<file path="src/rtl/qtg_pkg.sv">
`timescale 1ns / 1ps
`default_nettype none

package qtg_pkg;

	// Graph size: VERTICES real vertices plus one virtual root
	localparam int VERTICES = 31;
	localparam int TOTAL    = VERTICES + 1;
	localparam int ROOT     = VERTICES;
	localparam int IDX_W    = $clog2(TOTAL);
	localparam int DEG_W    = $clog2(TOTAL + 1);
	localparam int PAR_W    = IDX_W + 1;
	localparam int GRP      = 8;
	localparam int NGRP     = (TOTAL + GRP - 1) / GRP;

	// Operation codes of an input item
	typedef enum logic [1:0] {
		OP_CLEAR = 2'd0,
		OP_ADD   = 2'd1,
		OP_RUN   = 2'd2
	} op_t;

	// Controller states
	typedef enum logic [2:0] {
		ST_IDLE,
		ST_DEG,
		ST_SCAN,
		ST_EMIT,
		ST_FAIL
	} state_t;

	// Commands from controller to datapath
	typedef struct packed {
		logic clear;
		logic add;
		logic run_init;
		logic deg_step;
		logic scan_step;
		logic emit_ok;
		logic emit_fail;
	} cmd_t;

	// Status from datapath to controller
	typedef struct packed {
		logic idx_last;
		logic deg_zero;
		logic fail;
		logic out_space;
	} sts_t;

endpackage

`default_nettype wire

</file>
<file path="src/rtl/qtg_ctrl.sv">
`timescale 1ns / 1ps
`default_nettype none

module qtg_ctrl (
	input  wire logic          clk,
	input  wire logic          arst_n,
	input  wire logic          in_valid,
	output logic               in_stall,
	input  wire logic [1:0]    op,
	input  wire qtg_pkg::sts_t sts,
	output qtg_pkg::cmd_t      cmd
);
	import qtg_pkg::*;

	state_t state_q;
	state_t state_nx;
	logic   accept;

	assign accept = in_valid && !in_stall;

	// Hold state
	always_ff @(posedge clk or negedge arst_n) begin
		if (!arst_n) begin
			state_q <= ST_IDLE;
		end else begin
			state_q <= state_nx;
		end
	end

	// Next state
	always_comb begin
		state_nx = state_q;
		unique case (state_q)
			ST_IDLE: begin
				if (accept && op == OP_RUN) begin
					state_nx = ST_DEG;
				end
			end
			ST_DEG: begin
				if (sts.idx_last) begin
					state_nx = ST_SCAN;
				end
			end
			ST_SCAN: begin
				if (sts.fail) begin
					state_nx = ST_FAIL;
				end else if (sts.idx_last && sts.deg_zero) begin
					state_nx = ST_EMIT;
				end
			end
			ST_EMIT: begin
				if (sts.out_space && sts.idx_last) begin
					state_nx = ST_IDLE;
				end
			end
			ST_FAIL: begin
				if (sts.out_space) begin
					state_nx = ST_IDLE;
				end
			end
			default: state_nx = ST_IDLE;
		endcase
	end

	// Outputs; idle never stalls, so a valid item is taken at once
	always_comb begin
		cmd      = '0;
		in_stall = 1'b1;
		unique case (state_q)
			ST_IDLE: begin
				in_stall = 1'b0;
				if (in_valid) begin
					unique case (op)
						OP_CLEAR: cmd.clear    = 1'b1;
						OP_ADD:   cmd.add      = 1'b1;
						OP_RUN:   cmd.run_init = 1'b1;
						default:  cmd          = '0;
					endcase
				end
			end
			ST_DEG:  cmd.deg_step  = 1'b1;
			ST_SCAN: cmd.scan_step = 1'b1;
			ST_EMIT: cmd.emit_ok   = sts.out_space;
			ST_FAIL: cmd.emit_fail = sts.out_space;
			default: cmd           = '0;
		endcase
	end

`ifndef SYNTHESIS
	a_run_starts_deg: assert property (@(posedge clk) disable iff (!arst_n)
		(accept && op == OP_RUN) |=> (state_q == ST_DEG))
		else $error("run item did not start degree pass");
	a_fail_reported: assert property (@(posedge clk) disable iff (!arst_n)
		(state_q == ST_SCAN && sts.fail) |=> (state_q == ST_FAIL))
		else $error("scan failure not reported");
	a_emit_has_space: assert property (@(posedge clk) disable iff (!arst_n)
		(cmd.emit_ok || cmd.emit_fail) |-> sts.out_space)
		else $error("result loaded into full output register");
`endif

endmodule

`default_nettype wire

</file>
<file path="src/rtl/qtg_dpath.sv">
`timescale 1ns / 1ps
`default_nettype none

module qtg_dpath (
	input  wire logic                        clk,
	input  wire logic                        arst_n,
	input  wire qtg_pkg::cmd_t               cmd,
	output qtg_pkg::sts_t                    sts,
	input  wire logic [4:0]                  vertex_a,
	input  wire logic [4:0]                  vertex_b,
	output logic                             out_valid,
	input  wire logic                        out_stall,
	output logic [4:0]                       node,
	output logic signed [5:0]                parent,
	output logic                             ok,
	output logic                             last
);
	import qtg_pkg::*;

	// Graph and run state
	logic [VERTICES-1:0]     adj_q [VERTICES];
	logic signed [PAR_W-1:0] par_q [TOTAL];
	logic [IDX_W-1:0]        deg_of_q [TOTAL];
	logic [TOTAL-1:0]        vis_q;
	logic [IDX_W-1:0]        idx_q;
	logic [IDX_W-1:0]        deg_q;

	// Output register
	logic                    out_valid_q;
	logic [IDX_W-1:0]        node_q;
	logic signed [PAR_W-1:0] parent_q;
	logic                    ok_q;
	logic                    last_q;

	logic [TOTAL-1:0]        row;
	logic [DEG_W-1:0]        grp_cnt [NGRP];
	logic [DEG_W-1:0]        row_cnt;
	logic signed [PAR_W-1:0] cur_par;
	logic                    match;
	logic [TOTAL-1:0]        upd;
	logic [TOTAL-1:0]        bad;
	logic                    idx_last;
	logic                    edge_ok;

	assign idx_last = (idx_q == IDX_W'(TOTAL - 1));
	assign edge_ok  = (vertex_a < 5'(VERTICES)) && (vertex_b < 5'(VERTICES))
		&& (vertex_a != vertex_b);

	// Select the current row; the root joins every real vertex
	always_comb begin
		if (idx_q == IDX_W'(ROOT)) begin
			row = {1'b0, {VERTICES{1'b1}}};
		end else begin
			row = {1'b1, adj_q[idx_q]};
		end
	end

	// Count row bits, eight at a time per group
	always_comb begin
		for (int g = 0; g < NGRP; g++) begin
			grp_cnt[g] = '0;
			for (int j = 0; j < GRP; j++) begin
				if (g * GRP + j < TOTAL) begin
					grp_cnt[g] = grp_cnt[g] + DEG_W'(row[g * GRP + j]);
				end
			end
		end
		row_cnt = '0;
		for (int g = 0; g < NGRP; g++) begin
			row_cnt = row_cnt + grp_cnt[g];
		end
	end

	// Check every unvisited neighbor against the current vertex's parent
	always_comb begin
		cur_par = par_q[idx_q];
		match   = (deg_of_q[idx_q] == deg_q);
		for (int k = 0; k < TOTAL; k++) begin
			upd[k] = row[k] && !vis_q[k];
			bad[k] = upd[k] && (par_q[k] != cur_par);
		end
	end

	assign sts.idx_last  = idx_last;
	assign sts.deg_zero  = (deg_q == '0);
	assign sts.fail      = cmd.scan_step && match && (|bad);
	assign sts.out_space = !out_valid_q || !out_stall;

	// Update matrix, parents, visited set and counters
	always_ff @(posedge clk or negedge arst_n) begin
		if (!arst_n) begin
			for (int r = 0; r < VERTICES; r++) begin
				adj_q[r] <= '0;
			end
			for (int r = 0; r < TOTAL; r++) begin
				par_q[r] <= '1;
			end
			vis_q <= '0;
			idx_q <= '0;
			deg_q <= '0;
		end else begin
			if (cmd.clear) begin
				for (int r = 0; r < VERTICES; r++) begin
					adj_q[r] <= '0;
				end
			end
			if (cmd.add && edge_ok) begin
				adj_q[vertex_a][vertex_b] <= 1'b1;
				adj_q[vertex_b][vertex_a] <= 1'b1;
			end
			if (cmd.run_init) begin
				for (int r = 0; r < TOTAL; r++) begin
					par_q[r] <= '1;
				end
				vis_q <= '0;
				idx_q <= '0;
				deg_q <= IDX_W'(TOTAL - 1);
			end
			if (cmd.deg_step) begin
				idx_q <= idx_last ? '0 : idx_q + 1'b1;
			end
			if (cmd.scan_step) begin
				if (match) begin
					vis_q[idx_q] <= 1'b1;
					for (int k = 0; k < TOTAL; k++) begin
						if (upd[k]) begin
							par_q[k] <= {1'b0, idx_q};
						end
					end
				end
				if (idx_last) begin
					idx_q <= '0;
					deg_q <= deg_q - 1'b1;
				end else begin
					idx_q <= idx_q + 1'b1;
				end
			end
			if (cmd.emit_ok) begin
				idx_q <= idx_last ? '0 : idx_q + 1'b1;
			end
		end
	end

	// Store degrees
	always_ff @(posedge clk) begin
		if (cmd.deg_step) begin
			deg_of_q[idx_q] <= row_cnt[IDX_W-1:0];
		end
	end

	// Output register: load a result, drop it once taken
	always_ff @(posedge clk or negedge arst_n) begin
		if (!arst_n) begin
			out_valid_q <= 1'b0;
		end else if (cmd.emit_ok || cmd.emit_fail) begin
			out_valid_q <= 1'b1;
		end else if (!out_stall) begin
			out_valid_q <= 1'b0;
		end
	end

	always_ff @(posedge clk) begin
		if (cmd.emit_fail) begin
			node_q   <= '0;
			parent_q <= '1;
			ok_q     <= 1'b0;
			last_q   <= 1'b1;
		end else if (cmd.emit_ok) begin
			node_q   <= idx_q;
			parent_q <= par_q[idx_q];
			ok_q     <= 1'b1;
			last_q   <= idx_last;
		end
	end

	assign out_valid = out_valid_q;
	assign node      = node_q;
	assign parent    = parent_q;
	assign ok        = ok_q;
	assign last      = last_q;

`ifndef SYNTHESIS
	a_init_clears_visited: assert property (@(posedge clk) disable iff (!arst_n)
		cmd.run_init |=> (vis_q == '0))
		else $error("visited set not cleared at run start");
	a_visit_marks: assert property (@(posedge clk) disable iff (!arst_n)
		(cmd.scan_step && match) |=> vis_q[$past(idx_q)])
		else $error("visited vertex not marked");
	a_fail_shape: assert property (@(posedge clk) disable iff (!arst_n)
		(out_valid_q && !ok_q) |-> (last_q && node_q == '0))
		else $error("failure result malformed");
`endif

endmodule

`default_nettype wire

</file>
<file path="src/rtl/quasi_threshold_graph_recognizer.sv">
`timescale 1ns / 1ps
`default_nettype none

// Clear and add edge items produce no result.
// A run does degree counting (one matrix row a cycle), then an ordered scan
// (one degree/vertex pair a cycle), then emits one result per vertex, root included.
// A failure ends the scan early with one result.
// Output register holds a result while the next item is accepted.
// arst_n clears the matrix, parents, visited set, controller and output valid.
module quasi_threshold_graph_recognizer (
	input  wire logic        clk,
	input  wire logic        arst_n,
	input  wire logic        in_valid,
	output logic             in_stall,
	input  wire logic [1:0]  op,
	input  wire logic [4:0]  vertex_a,
	input  wire logic [4:0]  vertex_b,
	output logic             out_valid,
	input  wire logic        out_stall,
	output logic [4:0]       node,
	output logic signed [5:0] parent,
	output logic             ok,
	output logic             last
);
	import qtg_pkg::*;

	cmd_t cmd;
	sts_t sts;

	// Sequence the run
	qtg_ctrl u_ctrl (
		.clk      (clk),
		.arst_n   (arst_n),
		.in_valid (in_valid),
		.in_stall (in_stall),
		.op       (op),
		.sts      (sts),
		.cmd      (cmd)
	);

	// Hold the graph and do the tree build
	qtg_dpath u_dpath (
		.clk       (clk),
		.arst_n    (arst_n),
		.cmd       (cmd),
		.sts       (sts),
		.vertex_a  (vertex_a),
		.vertex_b  (vertex_b),
		.out_valid (out_valid),
		.out_stall (out_stall),
		.node      (node),
		.parent    (parent),
		.ok        (ok),
		.last      (last)
	);

endmodule

`default_nettype wire
</file>
<file path="config.mk">
export PLATFORM = sky130hd
export DESIGN_NAME = quasi_threshold_graph_recognizer
export DESIGN_NICKNAME = d
export VERILOG_FILES = /design/src/rtl/qtg_pkg.sv /design/src/rtl/qtg_ctrl.sv /design/src/rtl/qtg_dpath.sv /design/src/rtl/quasi_threshold_graph_recognizer.sv
export SDC_FILE = /design/constraint.sdc
export NUM_CORES = 2
export LEC_CHECK = 0
export BUFFER_PORTS_ARGS = -buffer_cell sky130_fd_sc_hd__buf_2
export CAP_MARGIN = 10
export CORE_MARGIN = 3
export CORE_UTILIZATION = 45
export DETAILED_ROUTE_END_ITERATION = 16
export PLACE_DENSITY = 0.61
export SYNTH_ARGS = -nofsm -noshare
export SYNTH_HDL_FRONTEND = slang
export SYNTH_SLANG_ARGS = --single-unit
</file>
<file path="constraint.sdc">
create_clock -name clk -period 12.35 [get_ports clk]
set_input_delay 3.705 -clock clk [delete_from_list [all_inputs] [get_ports clk]]
set_output_delay 3.705 -clock clk [all_outputs]
set_load 0.05 [all_outputs]
</file>
==> flow_summary.ini <==
[yosys]
yosysSeqAreaShare_pct = 53.54
synthCells = 5493
yosys_warnings = 0
synth_common_cells = dfrtp_1 (1007), a21o_1 (941), o22ai_1 (530), clkbuf_1 (418), o21ai_0 (318)
ys.flop_type = dfrtp_1
synth_top_area_share_pct = 38.21
synth_cell_types = 90
synth.cell_area_um2 = 65940
syn_nets = 5551
synth_edf_count = 160
ys_ff_latch = 1372
synthArstFlopShare_pct = 87.39
synth.most_common_cell = dfrtp_1
synth_area_leaders = dfrtp_1 (38%), a21o_1 (11%), mux4_2 (9.2%)
yosys.area.top_type = dfrtp_1
syn_area_per_cell_um2 = 12.00

[worst_setup_path]
cpPeakStageDelay_ns = 0.80
cpMaxStageDelayCell = dfrtp_4
timing.rr.end = u_dpath.deg_of_q[31][4]
required_ns = 12.98
cp-end-kind = flip-flop
ff2ff_path_depth = 24
rr_startpoint = u_dpath.idx_q[1]
critPathMaxFanout = 45
worst-r2r-setup-slack_ns = 3.78
path_common_cell = fa_1
arrival_ns = 9.19
path_class = flip-flop to flip-flop
crit_chain = buf_4 -> nor2b_4 -> buf_4 -> a221oi_1 -> nor3_1 -> a2111o_1 -> a21oi_1 -> inv_1 -> fa_1 -> fa_1 -> fa_1 -> fa_1 -> inv_1 -> fa_1 -> inv_1 -> fa_1 -> ha_1 -> inv_1 -> fa_1 -> inv_1 -> a21o_1 -> a21oi_1 -> xor2_2 -> buf_8
startpoint_type = flip-flop

[placed_design]
hpwlAfterDp_mm = 148.2
pre_cts_slack_ns = 3.360
dp_cells = 7018
dpl_cell_area_um2 = 67500
place_congestion = 0.9582
port_buffers = 30

[worst_hold_path]
hold_end = u_dpath.node[0]
holdCritPathClass = flip-flop to flip-flop
min_from = u_dpath.node[0]
hold_depth = 2

[sta]
max_freq_mhz = 116.7
setup-violations-final = 0
whs_ns = 0.4507
max-slew-margin-rel_pct = 8.843
finalCritPeriodShare_pct = 69.37
skew_ns = 0.05337
postLayoutSetupSlackWorst_ns = 3.783
slew_viol_final = 0
hold_viol_final = 0
rsz0062_at_grt = no
worst_pin_slew_ns = 1.364
tns_ns = 0
period_minus_slack_ns = 8.567

[power_and_ir_drop]
leakage_nw = 38.74
switchingPower_mw = 5.956
comb_power_share_pct = 35.0
swShare_pct = 37.80
clkPwrFrac_pct = 29.3
seqPwrFrac_pct = 35.7
power_mw = 15.76
p_int_mw = 9.801
power.density_nw_per_um2 = 217.0
ir_drop_v = 0.0002765

[status]
outcome = finished, final reports clean

[clocking]
cts_tree = built
numClockSinks = 1372
hold_buffers = 0
cts_buffer_depth = 3
cts_setup_buffers = 0
cts-root-buf = clkbuf_16
ctsHtreeMaxLevel = 4
insertion_delay_ns = 0.83
clk_pin_slew_ns = 0.06
cts_resized = 0
cts_buffers = 151

[grt]
antenna_found_initial = 6
grt_pass1_wl_mm = 340.4
track_usage_pct = 30.32
grt_pass1_vias = 48370
gr-total-overflow = 0
grt_max_degree = 220

[drt]
routed_via_density = 6.731
wl_per_cell_um = 31.66
vias = 49120
totalWireLength_mm = 231.0
drt_iter0_drc = 6103
route.detailed.drc = 0
ant_nets = 0
first_pass_iters = 6

[cells_and_area]
final_area_um2 = 72620
drive_gt1_share_pct = 17.67
area_growth_pct = 10.13
fin_nets = 5328
finish.utilization_pct = 50.25
instances_no_fill = 7297

[floorplan]
core-area_um2 = 144500
dieWidth_um = 388.8
core.rowCount = 139
dieArea_um2 = 151200
die_h_um = 388.8
ios = 31
start_util_pct = 45.63

[job]
drv_cap = 0
==> power groups by stage <==
stage	combinational, mW	sequential, mW	clock (mW)
2_1_floorplan	3.71	5.60	0
3_3_place_gp	5.33	5.70	0
3_5_place_dp	5.41	5.71	0
4_1_cts	5.42	5.63	4.67
5_1_grt	5.84	5.65	4.86
6_report	5.51	5.63	4.62
==> critical path, delay by kind of cell, from the launching register on <==
family / cells / cell delay [ns]
fa+ha+maj: 8 / 3.68
compound gates: 5 / 1.45
simple gates: 2 / 0.30
flops: 1 / 0.80
xor+xnor: 1 / 0.41
buf+inv: 8 / 1.59
==> state kept, by name, indices dropped and copies added (netlist names) <==
| name | flops |
|---|---|
| u_dpath.par_q | 192 |
| u_dpath.last | 1 |
| u_dpath.adj_q | 961 |
| u_dpath.ok | 1 |
| u_dpath.node | 5 |
| u_dpath.deg_q | 5 |
| u_dpath.idx_q | 5 |
| u_dpath.parent | 6 |
| u_dpath.deg_of_q | 160 |
| u_dpath.vis_q | 32 |
| u_ctrl.state_q | 3 |
| u_dpath.out_valid | 1 |
==> cell families (layout without fill, tap and decap cells) <==
| kind of cell | count (synthesis) | count (layout) | synth area share, % |
|---|---|---|---|
| compound gates | 2100 | 2100 | 21.63 |
| xor+xnor | 113 | 113 | 1.501 |
| fa+ha+maj | 42 | 42 | 1.070 |
| buf+inv | 655 | 554 | 4.182 |
| flops | 1372 | 1372 | 53.54 |
| mux | 476 | 476 | 12.41 |
| other cells | 0 | 2 | 0 |
| simple gates | 735 | 735 | 5.654 |
==> layer usage <==
| metal | track usage [%] | vias up | share of wire [%] |
|---|---|---|---|
| li1 | - | 20240 | - |
| met1 | 40.94 | 25680 | 40 |
| met2 | 45.68 | 2610 | 45 |
| met3 | 6.921 | 584 | 9.1 |
| met4 | 16.30 | 2 | 6.0 |
| met5 | 0 | - | 0.0056 |
==> cell usage in the layout, fill, tap and decap left out, drive strengths merged, types with 100 or more instances in the layout <==
cell / instances
a21o: 941
o22ai: 530
buf: 166
nor2: 142
edfxtp: 160
dfstp: 192
o21ai: 319
mux4: 270
inv: 116
clkbuf: 225
dfrtp: 1007
nand2: 249
mux2i: 171
a21oi: 100
==> cell type report <==
| class | count | area (um^2) |
|---|---|---|
| Antenna cell | 2 | 5.005 |
| Clock buffer | 225 | 4429 |
| Clock inverter | 50 | 660.6 |
| Fill cell | 12610 | 71900 |
| Inverter | 113 | 430.4 |
| Multi-Input combinational cell | 3466 | 28030 |
| Sequential cell | 1372 | 35320 |
| Tap cell | 1903 | 2381 |
| Timing Repair Buffer | 166 | 1364 |
==> how the worst max path moves through the flow <==
stage	endpoint	cells past startpoint	start	slack (ns)
6_report	u_dpath.deg_of_q[31][4]	24	u_dpath.idx_q[1]	3.78
2_1_floorplan	u_dpath.deg_of_q[0][4]	31	u_dpath.idx_q[2]	3.87
4_1_cts	u_dpath.deg_of_q[31][4]	24	u_dpath.idx_q[0]	3.30
3_5_place_dp	u_dpath.deg_of_q[31][4]	24	u_dpath.idx_q[0]	3.36
3_3_place_gp	u_dpath.deg_of_q[30][4]	23	u_dpath.idx_q[0]	3.51
5_1_grt	u_dpath.deg_of_q[14][1]	20	u_dpath.idx_q[0]	3.47
(Power assumes the default switching activity.)
